===== src/sv/lcs_pkg.sv =====
package lcs_pkg;

   // default configuration
   localparam int MAX_LEN_DEF     = 64;
   localparam int SYMBOL_BITS_DEF = 8;

   // fixed port widths
   localparam int SYM_PORT_W = 8;
   localparam int LEN_PORT_W = 7;

   typedef enum logic [1:0] {
      CMD_LOAD_FIRST  = 2'd0,
      CMD_LOAD_SECOND = 2'd1,
      CMD_RUN         = 2'd2
   } cmd_type;

   // traceback direction stored per cell
   typedef enum logic [1:0] {
      DIR_UP   = 2'd0,
      DIR_LEFT = 2'd1,
      DIR_DIAG = 2'd2
   } dir_type;

endpackage


===== src/sv/lcs_cell.sv =====
// one DP cell: score and direction from its three neighbors
module lcs_cell import lcs_pkg::*; #(
   parameter int SW    = SYMBOL_BITS_DEF,
   parameter int LEN_W = 7
) (
   input  logic [SW-1:0]    a_sym,
   input  logic [SW-1:0]    b_sym,
   input  logic [LEN_W-1:0] up,
   input  logic [LEN_W-1:0] left,
   input  logic [LEN_W-1:0] diag,
   output logic [LEN_W-1:0] score,
   output dir_type          dir
);

   always_comb begin
      if (a_sym == b_sym) begin
         score = diag + 1'b1;
         dir   = DIR_DIAG;
      end else if (up >= left) begin
         score = up;
         dir   = DIR_UP;
      end else begin
         score = left;
         dir   = DIR_LEFT;
      end
   end

endmodule


===== config.mk =====
export PLATFORM = sky130hd
export DESIGN_NAME = lcs_cell
export DESIGN_NICKNAME = d
export VERILOG_FILES = /design/src/sv/lcs_pkg.sv /design/src/sv/lcs_cell.sv
export SDC_FILE = /design/constraint.sdc
export NUM_CORES = 1
export LEC_CHECK = 0
export BUFFER_PORTS_ARGS = -buffer_cell sky130_fd_sc_hd__buf_4
export CORE_MARGIN = 2
export CORE_UTILIZATION = 25
export DETAILED_ROUTE_END_ITERATION = 10
export GPL_TIMING_DRIVEN = 0
export MAX_ROUTING_LAYER = met4
export PLACE_DENSITY = 0.56
export SYNTH_ARGS = -nofsm -noshare
export SYNTH_HDL_FRONTEND = slang
export SYNTH_SLANG_ARGS = --single-unit

===== constraint.sdc =====
create_clock -name vclk -period 3.2
set_input_delay 0.16 -clock vclk [all_inputs]
set_output_delay 0.16 -clock vclk [all_outputs]
set_load 0.02 [all_outputs]

==> qor.txt <==
Status: finished, final reports clean
Crit start category: input port
Switching share of power: 0.435
Layout area overhead: 73.7%
Core outline area: 1940 um^2
Total Power: 0.000145 W
Sequential power share: 0
Register area share after synthesis: 0
Clock buf count: 0
Reg area: 0 um^2
WP data required: 3.04 ns
RSZ-0062 raised after global routing: false
Via/cell ratio: 4.44
Int Pwr: 0.0000817 W
Wire length per cell: 9.99 um
Min-Delay Startpoint: diag[0]
WHS: 0.687 ns
Final WL: 1380 um
Grt total ovfl: 0
Maximum vdd ir drop: 0.0611 mV
Post-synthesis compound-gate area fraction: 0.114
DP Area: 893 um^2
Critical path data arrival time: 1.93 ns
Pwr per Cell Area: 162 nW/um^2
Vias in the first global route: 572
Detailed Routing Iterations Pass 1: 2
Share of layout cells above drive strength 1: 0.459
DP Wirelength: 1250 um
Post-layout instance area: 893 um^2
Initial antenna violation count: 0
DRT iter0 DRCs: 2
Mean post-synth cell area: 7.91 um^2
CP Class: in -> out
P_leak: 0.449 nW
Worst slew pin tran: 0.541 ns
Die X: 49.4 um
Final ANT Viol Nets: 0
Cell count after placement: 138
Die height: 49.4 um
Largest family of logic cells by synthesized area: multiplexers
Post-Syn Area: 514 um^2
Post-CTS Repair Setup Buffers: 0
Logic pwr share: 1.000
First-pass GRT wire length: 2480 um
Vias: 613
Largest net degree at the start of global routing: 11
Yosys warning total: 0
Drt drc: 0
Commonest cells after routing, fill and taps aside: 46 x buf_4, 11 x xnor2_1, 10 x mux2i_1
Net Sw Power: 0.0000629 W
Seq cells: 0
Synthesized-area fraction occupied by and/or/nand/nor cells: 0.144
Synth Area in Adders: 0.195
Multiplexer share of the synthesized area: 0.246
FMAX: 478 MHz
Synth unique cells: 22
Post-route insts no fill: 138
Synth Net Count: 110
I/O pin count: 46
Nature of the critical path endpoint: output pin
Crit path max fanout: 8
Number of port buffers: 46
Clock power share: 0
Gr usage total: 0.126
Hold Path Depth: 4
Gate Count Post-Synth: 65
RePlAce Congestion: 0.730
Endpoint, Worst Hold: score[0]
Fin crit share: 0.653
FP Rows: 16
Commonest non-fill, non-tap cell in the layout: buf_4
Initial core utilization: 0.265
Post-CTS sizing: 0
Final count of hold timing violations: 0
Final Net Count: 158
Max_slew headroom: 0.639
Endpoints failing setup: 0
# diodes: 0
Max Slew Vio Count: 0
Post-synthesis xor/xnor area fraction: 0.221
Min cycle time layout: 2.09 ns
Max cap viols: 0
Hold-fix buffers at CTS: 0
Hold crit path type: in -> out
Full die area: 2440 um^2
Fin Setup TNS: 0 ns
-- cells by family (layout without fill, tap and decap cells) --
group,count (synthesis),in the layout
buffers and inverters,9,55
and+or+nand+nor,15,15
xor gates and xnor gates,13,13
adders and majority gates,8,8
muxes,12,12
AOI/OAI and AO/OA,8,8
-- cells in the mapped netlist, drive strengths merged --
cell,count,area share
mux2i,10,0.19
xor2,2,0.034
nand3,2,0.019
o21bai,1,0.015
nand4,3,0.037
buf,1,0.022
o21ai,1,0.0097
o21a,1,0.015
nor2,5,0.041
o31a,1,0.017
xnor2,11,0.19
ha,8,0.19
and3,1,0.012
mux2,2,0.051
nand2b,1,0.012
a21o,1,0.015
inv,8,0.058
nand2,3,0.022
a31oi,1,0.024
a21oi,2,0.019
-- layout make-up --
class | count | area [um^2]
Multi-Input combinational cell | 56 | 473
Inverter | 8 | 30.0
Timing Repair Buffer | 46 | 345
Fill cell | 208 | 1050
Tap cell | 27 | 33.8
Buffer | 1 | 11.3
-- power groups by stage --
stage	Clock [W]	Sequential [W]	Combinational [W]
2_1_floorplan	0	0	0.0000775
3_3_place_gp	0	0	0.000145
3_5_place_dp	0	0	0.000146
4_1_cts	0	0	0.000147
5_1_grt	0	0	0.000159
6_report	0	0	0.000145
-- layer usage --
metal / vias to the layer above / routed length (um) / track usage
li1: 320 / - / -
met1: 266 / 566 / 0.156
met2: 27 / 661 / 0.221
met3: 0 / 150 / 0.0276
met4: 0 / 0 / 0
met5: - / 0 / -
-- per-stage QoR --
step | setup slack (ns) | util
3_3_place_gp | 1.14 | 0.460
6_report | 1.11 | 0.460
5_1_grt | 1.02 | 0.460
2_1_floorplan | 1.42 | -
3_5_place_dp | 1.12 | 0.460
4_1_cts | 1.11 | 0.460
-- worst max-delay path: stages --
cell and delay, ns:
buf_4 0.11, ha_1 0.30, nand2_1 0.06, o21ai_0 0.24
o21bai_1 0.17, buf_6 0.17, mux2_4 0.30, mux2_2 0.26
buf_4 0.16
-- worst max-delay path by stage --
stage / end / start / slack, ns / cells after the start
2_1_floorplan: score[1] / left[2] / 1.42 / 8
3_3_place_gp: score[1] / up[2] / 1.14 / 9
3_5_place_dp: score[1] / up[6] / 1.12 / 9
4_1_cts: score[1] / up[6] / 1.11 / 9
5_1_grt: score[1] / left[4] / 1.02 / 10
6_report: score[1] / up[6] / 1.11 / 9
Power figures use the tool's default switching activity.
